[src/hdl/ltfe_pkg.sv]
`default_nettype none
// ----------------------------------------------------------------------------
// ltfe_pkg
// Shared geometry, opcodes, beat types and memory port bundles for the
// page-organised LCD text engine.
// ----------------------------------------------------------------------------
package ltfe_pkg;

   // display and font geometry
   localparam int GLYPH_COUNT   = 96;
   localparam int GLYPH_COLUMNS = 12;
   localparam int PAGE_WIDTH    = 128;

   localparam int GLYPH_BYTES = 1 + 2 * GLYPH_COLUMNS;
   localparam int STORE_DEPTH = GLYPH_COUNT * GLYPH_BYTES;
   localparam int FRAME_DEPTH = 4 * PAGE_WIDTH;
   localparam int LINE_BYTES  = 2 * PAGE_WIDTH;
   localparam int FIRST_CODE  = 32;

   // derived widths
   localparam int GLYPH_AW   = $clog2(STORE_DEPTH);
   localparam int FRAME_AW   = $clog2(FRAME_DEPTH);
   localparam int COL_W      = $clog2(PAGE_WIDTH);
   localparam int STEP_W     = $clog2(GLYPH_BYTES);
   localparam int DRAW_COL_W = $clog2(256 + GLYPH_COLUMNS);

   // display link command bytes
   localparam logic [7:0] CMD_COL_LOW   = 8'h00;
   localparam logic [7:0] CMD_COL_HIGH  = 8'h10;
   localparam logic [7:0] CMD_PAGE_BASE = 8'hB0;
   localparam logic [7:0] CURSOR_MAX    = 8'hFF;
   localparam logic [3:0] CMD_BYTES     = 4'd3;

   typedef enum logic [1:0] {
      OP_DRAW  = 2'd0,
      OP_CLEAR = 2'd1,
      OP_FLUSH = 2'd2,
      OP_LOAD  = 2'd3
   } opcode_type;

   typedef struct packed {
      opcode_type  opcode;
      logic        line_select;
      logic [7:0]  char_code;
      logic        restart_cursor;
      logic [11:0] font_address;
      logic [7:0]  font_byte;
   } req_type;

   typedef struct packed {
      logic [63:0] payload;
      logic [3:0]  byte_count;
      logic        is_data;
      logic        last;
      logic [7:0]  cursor_column;
      logic        bad_char;
   } rsp_type;

   // memory port bundles, controller to RAM
   typedef struct packed {
      logic                wr_en;
      logic [FRAME_AW-1:0] wr_addr;
      logic [7:0]          wr_data;
      logic [FRAME_AW-1:0] rd_addr;
   } frame_mem_type;

   typedef struct packed {
      logic                wr_en;
      logic [GLYPH_AW-1:0] wr_addr;
      logic [7:0]          wr_data;
      logic [GLYPH_AW-1:0] rd_addr;
   } glyph_mem_type;

endpackage
`default_nettype wire

[src/hdl/ltfe_ctrl.sv]
`default_nettype none
// ----------------------------------------------------------------------------
// ltfe_ctrl
// Sequencer for the text engine: clearing pass, glyph copy, line clear,
// page flush and font loading around the frame and glyph RAMs.
// ----------------------------------------------------------------------------
module ltfe_ctrl (
   input  wire logic                    clock,
   input  wire logic                    reset,
   input  wire logic                    start,
   output      logic                    busy,
   input  wire ltfe_pkg::req_type       req_item,
   output      logic                    rsp_strobe,
   output      ltfe_pkg::rsp_type       rsp_item,
   output      ltfe_pkg::frame_mem_type frame_ctl,
   input  wire logic [7:0]              frame_rd_data,
   output      ltfe_pkg::glyph_mem_type glyph_ctl,
   input  wire logic [7:0]              glyph_rd_data
);

   import ltfe_pkg::*;

   typedef enum logic [2:0] {
      ST_INIT,
      ST_IDLE,
      ST_CLEAR,
      ST_DRAW,
      ST_FLUSH_CMD,
      ST_FLUSH_DATA
   } state_type;

   state_type             state_ff, state_in;
   logic [FRAME_AW-1:0]   sweep_ff, sweep_in;
   logic                  line_ff, line_in;
   logic [7:0]            pos_ff, pos_in;
   logic [7:0]            adv_ff, adv_in;
   logic [7:0]            cursor_one_ff, cursor_one_in;
   logic [7:0]            cursor_two_ff, cursor_two_in;
   logic [GLYPH_AW-1:0]   gaddr_ff, gaddr_in;
   logic [STEP_W-1:0]     step_ff, step_in;
   logic                  issue_ff, issue_in;
   logic                  dvalid_ff, dvalid_in;
   logic [STEP_W-1:0]     dstep_ff, dstep_in;
   logic                  page_ff, page_in;
   logic [COL_W-1:0]      col_ff, col_in;
   logic                  fvalid_ff, fvalid_in;
   logic [COL_W-1:0]      fcol_ff, fcol_in;
   logic [63:0]           chunk_ff, chunk_in;
   logic                  rsp_strobe_ff, rsp_strobe_in;
   rsp_type               rsp_ff, rsp_in;

   logic                  accept;
   logic [7:0]            cur_sel;
   logic [7:0]            cur_line;
   logic [7:0]            start_pos;
   logic                  code_bad;
   logic [7:0]            glyph_index;
   logic [STEP_W-1:0]     dj;
   logic [DRAW_COL_W-1:0] dcol;
   logic [1:0]            dpage;
   logic [8:0]            adv_sum;
   logic [7:0]            new_cursor;
   logic [2:0]            byte_idx;
   logic                  page_end;

   assign accept = start && !busy;
   assign busy   = (state_ff != ST_IDLE);

   // cursor of the requested line and of the line in progress
   assign cur_sel   = req_item.line_select ? cursor_two_ff : cursor_one_ff;
   assign cur_line  = line_ff ? cursor_two_ff : cursor_one_ff;
   assign start_pos = req_item.restart_cursor ? 8'd0 : cur_sel;

   // glyph range check and record base
   assign code_bad = (req_item.char_code < 8'(FIRST_CODE)) ||
                     (9'(req_item.char_code) >= 9'(FIRST_CODE + GLYPH_COUNT));
   assign glyph_index = req_item.char_code - 8'(FIRST_CODE);

   // column pair step -> page half and display column
   assign dj    = dstep_ff - STEP_W'(1);
   assign dcol  = DRAW_COL_W'(pos_ff) + DRAW_COL_W'(dj >> 1);
   assign dpage = {line_ff, dj[0]};

   // saturating cursor advance
   assign adv_sum    = {1'b0, pos_ff} + {1'b0, adv_ff};
   assign new_cursor = adv_sum[8] ? CURSOR_MAX : adv_sum[7:0];

   // flush byte position within the eight-byte beat
   assign byte_idx = fcol_ff[2:0];
   assign page_end = (fcol_ff == COL_W'(PAGE_WIDTH - 1));

   // next-state logic
   always_comb begin
      state_in      = state_ff;
      sweep_in      = sweep_ff;
      line_in       = line_ff;
      pos_in        = pos_ff;
      adv_in        = adv_ff;
      cursor_one_in = cursor_one_ff;
      cursor_two_in = cursor_two_ff;
      gaddr_in      = gaddr_ff;
      step_in       = step_ff;
      issue_in      = issue_ff;
      dvalid_in     = 1'b0;
      dstep_in      = step_ff;
      page_in       = page_ff;
      col_in        = col_ff;
      fvalid_in     = 1'b0;
      fcol_in       = col_ff;
      chunk_in      = chunk_ff;
      rsp_strobe_in = 1'b0;
      rsp_in        = '0;

      frame_ctl         = '0;
      frame_ctl.rd_addr = FRAME_AW'(32'({line_ff, page_ff}) * PAGE_WIDTH + 32'(col_ff));
      glyph_ctl         = '0;
      glyph_ctl.rd_addr = gaddr_ff;

      case (state_ff)
         // clearing pass over the whole frame store after reset
         ST_INIT: begin
            frame_ctl.wr_en   = 1'b1;
            frame_ctl.wr_addr = sweep_ff;
            sweep_in          = sweep_ff + FRAME_AW'(1);
            if (sweep_ff == FRAME_AW'(FRAME_DEPTH - 1)) begin
               sweep_in = '0;
               state_in = ST_IDLE;
            end
         end

         ST_IDLE: begin
            if (accept) begin
               line_in = req_item.line_select;
               case (req_item.opcode)
                  OP_DRAW: begin
                     if (req_item.restart_cursor) begin
                        if (req_item.line_select) begin
                           cursor_two_in = 8'd0;
                        end else begin
                           cursor_one_in = 8'd0;
                        end
                     end
                     if (code_bad) begin
                        rsp_strobe_in        = 1'b1;
                        rsp_in.last          = 1'b1;
                        rsp_in.cursor_column = start_pos;
                        rsp_in.bad_char      = 1'b1;
                     end else begin
                        pos_in   = start_pos;
                        gaddr_in = GLYPH_AW'(32'(glyph_index) * GLYPH_BYTES);
                        step_in  = '0;
                        issue_in = 1'b1;
                        state_in = ST_DRAW;
                     end
                  end
                  OP_CLEAR: begin
                     sweep_in = '0;
                     state_in = ST_CLEAR;
                  end
                  OP_FLUSH: begin
                     page_in  = 1'b0;
                     state_in = ST_FLUSH_CMD;
                  end
                  OP_LOAD: begin
                     glyph_ctl.wr_en   = (32'(req_item.font_address) < 32'(STORE_DEPTH));
                     glyph_ctl.wr_addr = GLYPH_AW'(req_item.font_address);
                     glyph_ctl.wr_data = req_item.font_byte;
                     rsp_strobe_in        = 1'b1;
                     rsp_in.last          = 1'b1;
                     rsp_in.cursor_column = cur_sel;
                  end
                  default: begin
                     state_in = ST_IDLE;
                  end
               endcase
            end
         end

         // zero the line's two pages, one byte a cycle
         ST_CLEAR: begin
            frame_ctl.wr_en   = 1'b1;
            frame_ctl.wr_addr = FRAME_AW'(32'(line_ff) * LINE_BYTES + 32'(sweep_ff));
            sweep_in          = sweep_ff + FRAME_AW'(1);
            if (sweep_ff == FRAME_AW'(LINE_BYTES - 1)) begin
               sweep_in             = '0;
               rsp_strobe_in        = 1'b1;
               rsp_in.last          = 1'b1;
               rsp_in.cursor_column = cur_line;
               state_in             = ST_IDLE;
            end
         end

         // glyph record read, one byte issued a cycle, used in the cycle after its read
         ST_DRAW: begin
            if (issue_ff) begin
               dvalid_in = 1'b1;
               dstep_in  = step_ff;
               gaddr_in  = gaddr_ff + GLYPH_AW'(1);
               step_in   = step_ff + STEP_W'(1);
               if (step_ff == STEP_W'(GLYPH_BYTES - 1)) begin
                  issue_in = 1'b0;
               end
            end
            if (dvalid_ff) begin
               if (dstep_ff == '0) begin
                  adv_in = glyph_rd_data;
               end else if (dcol < DRAW_COL_W'(PAGE_WIDTH)) begin
                  frame_ctl.wr_en   = 1'b1;
                  frame_ctl.wr_addr = FRAME_AW'(32'(dpage) * PAGE_WIDTH + 32'(dcol));
                  frame_ctl.wr_data = glyph_rd_data;
               end
               if (dstep_ff == STEP_W'(GLYPH_BYTES - 1)) begin
                  if (line_ff) begin
                     cursor_two_in = new_cursor;
                  end else begin
                     cursor_one_in = new_cursor;
                  end
                  rsp_strobe_in        = 1'b1;
                  rsp_in.last          = 1'b1;
                  rsp_in.cursor_column = new_cursor;
                  state_in             = ST_IDLE;
               end
            end
         end

         // column and page address beat ahead of each page
         ST_FLUSH_CMD: begin
            rsp_strobe_in        = 1'b1;
            rsp_in.payload       = {40'd0, CMD_PAGE_BASE + 8'({line_ff, page_ff}),
                                    CMD_COL_HIGH, CMD_COL_LOW};
            rsp_in.byte_count    = CMD_BYTES;
            rsp_in.cursor_column = cur_line;
            col_in               = '0;
            issue_in             = 1'b1;
            state_in             = ST_FLUSH_DATA;
         end

         // stream the page, packing eight bytes a beat
         ST_FLUSH_DATA: begin
            if (issue_ff) begin
               fvalid_in = 1'b1;
               fcol_in   = col_ff;
               col_in    = col_ff + COL_W'(1);
               if (col_ff == COL_W'(PAGE_WIDTH - 1)) begin
                  issue_in = 1'b0;
               end
            end
            if (fvalid_ff) begin
               chunk_in = ((byte_idx == 3'd0) ? 64'd0 : chunk_ff) |
                          (64'(frame_rd_data) << {byte_idx, 3'b000});
               if ((byte_idx == 3'd7) || page_end) begin
                  rsp_strobe_in        = 1'b1;
                  rsp_in.payload       = chunk_in;
                  rsp_in.byte_count    = 4'(byte_idx) + 4'd1;
                  rsp_in.is_data       = 1'b1;
                  rsp_in.last          = page_ff && page_end;
                  rsp_in.cursor_column = cur_line;
               end
               if (page_end) begin
                  if (page_ff) begin
                     state_in = ST_IDLE;
                  end else begin
                     page_in  = 1'b1;
                     state_in = ST_FLUSH_CMD;
                  end
               end
            end
         end

         default: begin
            state_in = ST_IDLE;
         end
      endcase
   end

   // state and registered outputs
   always_ff @(posedge clock) begin
      if (reset) begin
         state_ff      <= ST_INIT;
         sweep_ff      <= '0;
         cursor_one_ff <= '0;
         cursor_two_ff <= '0;
         issue_ff      <= 1'b0;
         dvalid_ff     <= 1'b0;
         fvalid_ff     <= 1'b0;
         rsp_strobe_ff <= 1'b0;
      end else begin
         state_ff      <= state_in;
         sweep_ff      <= sweep_in;
         cursor_one_ff <= cursor_one_in;
         cursor_two_ff <= cursor_two_in;
         issue_ff      <= issue_in;
         dvalid_ff     <= dvalid_in;
         fvalid_ff     <= fvalid_in;
         rsp_strobe_ff <= rsp_strobe_in;
      end
      line_ff  <= line_in;
      pos_ff   <= pos_in;
      adv_ff   <= adv_in;
      gaddr_ff <= gaddr_in;
      step_ff  <= step_in;
      dstep_ff <= dstep_in;
      page_ff  <= page_in;
      col_ff   <= col_in;
      fcol_ff  <= fcol_in;
      chunk_ff <= chunk_in;
      rsp_ff   <= rsp_in;
   end

   assign rsp_strobe = rsp_strobe_ff;
   assign rsp_item   = rsp_ff;

endmodule
`default_nettype wire

[config.mk]
export PLATFORM = sky130hd
export DESIGN_NAME = ltfe_ctrl
export DESIGN_NICKNAME = d
export VERILOG_FILES = /design/src/hdl/ltfe_pkg.sv /design/src/hdl/ltfe_ctrl.sv
export SDC_FILE = /design/constraint.sdc
export NUM_CORES = 1
export LEC_CHECK = 0
export BUFFER_PORTS_ARGS = -buffer_cell sky130_fd_sc_hd__buf_4
export CAP_MARGIN = 5
export CORE_ASPECT_RATIO = 0.9
export CORE_MARGIN = 3
export CORE_UTILIZATION = 40
export CTS_CLUSTER_SIZE = 8
export DETAILED_ROUTE_END_ITERATION = 7
export PLACE_DENSITY_LB_ADDON = 0.08
export SKIP_LAST_GASP = 1
export SLEW_MARGIN = 20
export SYNTH_ARGS = -nofsm -noshare
export SYNTH_HDL_FRONTEND = slang
export SYNTH_SLANG_ARGS = --single-unit
[constraint.sdc]
create_clock -name clock -period 6.72 [get_ports clock]
set_clock_uncertainty 0.2 [all_clocks]
set_input_delay 0.672 -clock clock [delete_from_list [all_inputs] [get_ports clock]]
set_output_delay 0.672 -clock clock [all_outputs]
set_load 0.01 [all_outputs]
==> summary.txt <==
# IOs = 192
Total Power = 0.003202 W
Clock root buffer master = clkbuf_16
Max Buffers Root-to-Sink = 3
Outcome = completed
PD cells = 241.0 nW/µm²
Seq cells post-synth = 229
Wire length reported by the detailed router = 26.43 mm
Setup_tns = 0 ns
Warning count from the yosys run = 0
Critical R2R Capture = rsp_item[1]
Worst Hold End = adv_ff[6]
DRC violation count after routing = 0
TritonCTS clock tree = built
Crit path required time = 5.85 ns
ANT cells = 0
Leakage power of the design = 5.642 nW
Async SR Flop Fraction = 0
Area fraction of the dominant cell type after synthesis = 0.3009
Number of global-route vias before repair = 7635
Hold Fails Final Rpt = 0
DP Wirelength = 18.45 mm
Number of hold buffers added after cts = 0
Antenna-violating nets left = 0
Category of the worst setup path launch point = register
Highest fanout seen on the critical path = 7
Detailed-route wire length per cell = 17.13 µm
Maximum capacitance violations = 0
Final worst setup slack = 2.591 ns
Worst-Skew Late Latency = 0.49 ns
Tightest Hold Check Type = primary input to register
Cell with the most instances after synthesis = dfxtp_1
Period Utilization, post-route = 0.6144
H-Tree Depth = 2
Setup bufs post-CTS = 0
Crit. End Element = output port
Wire length of the first global-routing pass = 41.59 mm
Post-synthesis instance area = 10580 µm²
Total placed cells including tap cells = 1484
Share of cells above drive strength 1 = 0.2173
Layout overhead on the synthesized area = 25.61%
Count of endpoints failing setup in the final report = 0
Nets in the synthesized netlist = 1114
Largest area contributor in the netlist = edfxtp_1
Setup repair after global routing missed its margin = no
Ranking of synthesized cells by area = edfxtp_1 (30%), dfxtp_1 (23%), ha_1 (7.3%)
Commonest cells post-synth = dfxtp_1 (123), nor2_1 (118), edfxtp_1 (106), ha_1 (62), a21oi_1 (59)
Reg-to-reg slack, setup = 3.80 ns
Port Buffers = 191
Total congestion overflow = 0
Combined flip-flop and latch cell area = 5645 µm²
1st-pass router iterations = 5
Largest net degree at the start of global routing = 65
Die outline area = 28430 µm²
Height of the die = 160.3 µm
Hold path startpoint = glyph_rd_data[6]
Part of the Yosys area used for sequential elements = 0.5337
Critical path type = register to output port
Mean area per synthesized cell = 10.62 µm²
PostCTS Resize Cnt = 0
Fill cells = 2372
Final worst path period need = 4.129 ns
Layout Nets = 1296
Peak supply drop = 0.1393 mV
DR vias = 7986
Max-Slew Margin vs Limit = 0.2872
Die Span X = 177.4 µm
CTS Buf Count = 34
Post-CTS clock slew at the launch and capture registers of the worst setup and hold paths = 0.05 ns
Worst hold path cell count = 1
Achievable clock frequency = 242.2 MHz
Minimum hold slack = 0.1620 ns
R2R cell count = 4
Number of enable-type register cells in the synthesized netlist = 106
Final max-slew violation count = 0
Number of distinct library cells after synthesis = 72
DR iter-0 viols = 782
All-layer global routing usage = 0.1818
Starting Density = 0.4132
Multi-input gate area = 4531 µm²
Gate Count Post-Synth = 996
# clock sinks = 229
FP Rows = 55
Predominant post-synthesis flop cell = dfxtp_1
Worst EP arrival = 3.26 ns
Std-Cell Core Area = 25600 µm²
Via density = 5.176
Fin cells = 1543
Worst Max-Slew Pin Slew = 1.061 ns
Number of antenna violations at the first check in global routing = 0
Pre-CTS worst setup slack = 3.028 ns
RR Startpoint = state_ff[1]
Routability cong. = 0.7655
stage by stage:
stage / utilization / area (µm²)
detailed placement: 0.4801 / 12290
CTS: 0.5190 / 13290
global route: 0.5190 / 13290
finish: 0.5190 / 13290
global placement: 0.4800 / 12290
floorplan: - / 10580
power by group:
part / internal, W / switching, W / leakage [nW] / total (W)
registers: 0.00146 / 0.00000205 / 2.01 / 0.00146
logic: 0.0000813 / 0.0000903 / 3.15 / 0.000172
clock network: 0.000979 / 0.000588 / 0.478 / 0.00157
state kept, by name, indices dropped and copies added (netlist names):
signal,cells
rsp_strobe,1
sweep_ff,9
state_ff,3
rsp_item,79
dvalid_ff,1
fcol_ff,7
pos_ff,8
line_ff,1
step_ff,5
dstep_ff,5
issue_ff,1
page_ff,1
adv_ff,8
chunk_ff,64
fvalid_ff,1
cursor_one_ff,8
col_ff,7
cursor_two_ff,8
gaddr_ff,12
cell families (layout without fill, tap and decap cells):
logic type,Yosys count,count (layout),share of synthesized area
compound gates,199,199,0.1326
xor+xnor,45,45,0.03726
fa+ha+maj,67,67,0.08280
buf+inv,103,308,0.03892
flops,229,229,0.5337
mux,12,12,0.01136
simple gates,341,341,0.1634
cell type report:
type,count,share of cell area
inverters,49,0.01384
clock inverters,2,0.002166
multi-input cells,664,0.3410
well taps,342,0.03221
flip-flops and latches,229,0.4249
repair buffers,200,0.1130
clock buffers,57,0.07289
layer usage:
layer  up-vias  global-route usage  share of wire
li1       3942                   -              -
met3        32             0.04422          0.078
met1      3761              0.2734           0.49
met5         -                   0              0
met4         0             0.04782          0.017
met2       251              0.2607           0.42
critical path, cell delays in order (launching register included):
cell and delay [ns]:
dfxtp_1 0.30, inv_1 0.13, ha_1 0.20, xor2_1 0.21
ha_1 0.28, a211oi_1 0.25, nor2_1 0.11, o2111a_1 0.27
mux2i_1 0.28, nand2_1 0.21, o31ai_1 0.34, buf_4 0.18
cells in the final DEF, fill, tap and decap left out, types with 3 or more instances in the layout:
cell type,netlist,layout
and2_1,31,31
a31oi_1,4,4
nand2b_1,9,9
edfxtp_1,106,106
a22oi_1,17,17
nor2_1,118,118
a21oi_1,59,59
dfxtp_1,123,123
inv_1,49,48
clkbuf_1,40,21
o21ai_0,33,33
mux2i_1,12,12
a222oi_1,7,7
buf_4,3,200
nor3_1,47,47
nand3_1,17,17
nand4_1,7,7
clkbuf_16,0,35
nand2_1,40,39
o21ba_2,4,4
a21o_1,6,6
xnor2_1,18,18
o21bai_1,3,3
and3_1,38,38
a22o_1,32,32
nor2b_1,8,7
fa_1,5,5
ha_1,62,62
nand3b_1,3,3
a211oi_1,6,6
a32o_1,3,3
xor2_1,27,27
worst max-delay path by stage:
stage | startpoint | endpoint | slack [ns]
2_1_floorplan | req_item[23] | gaddr_ff[10] | 3.30
3_3_place_gp | req_item[23] | gaddr_ff[10] | 3.08
3_5_place_dp | req_item[23] | gaddr_ff[10] | 3.03
4_1_cts | dstep_ff[0] | frame_ctl[26] | 2.59
5_1_grt | dstep_ff[0] | frame_ctl[20] | 2.26
6_report | dstep_ff[0] | frame_ctl[20] | 2.59
(Power assumes the default switching activity.)
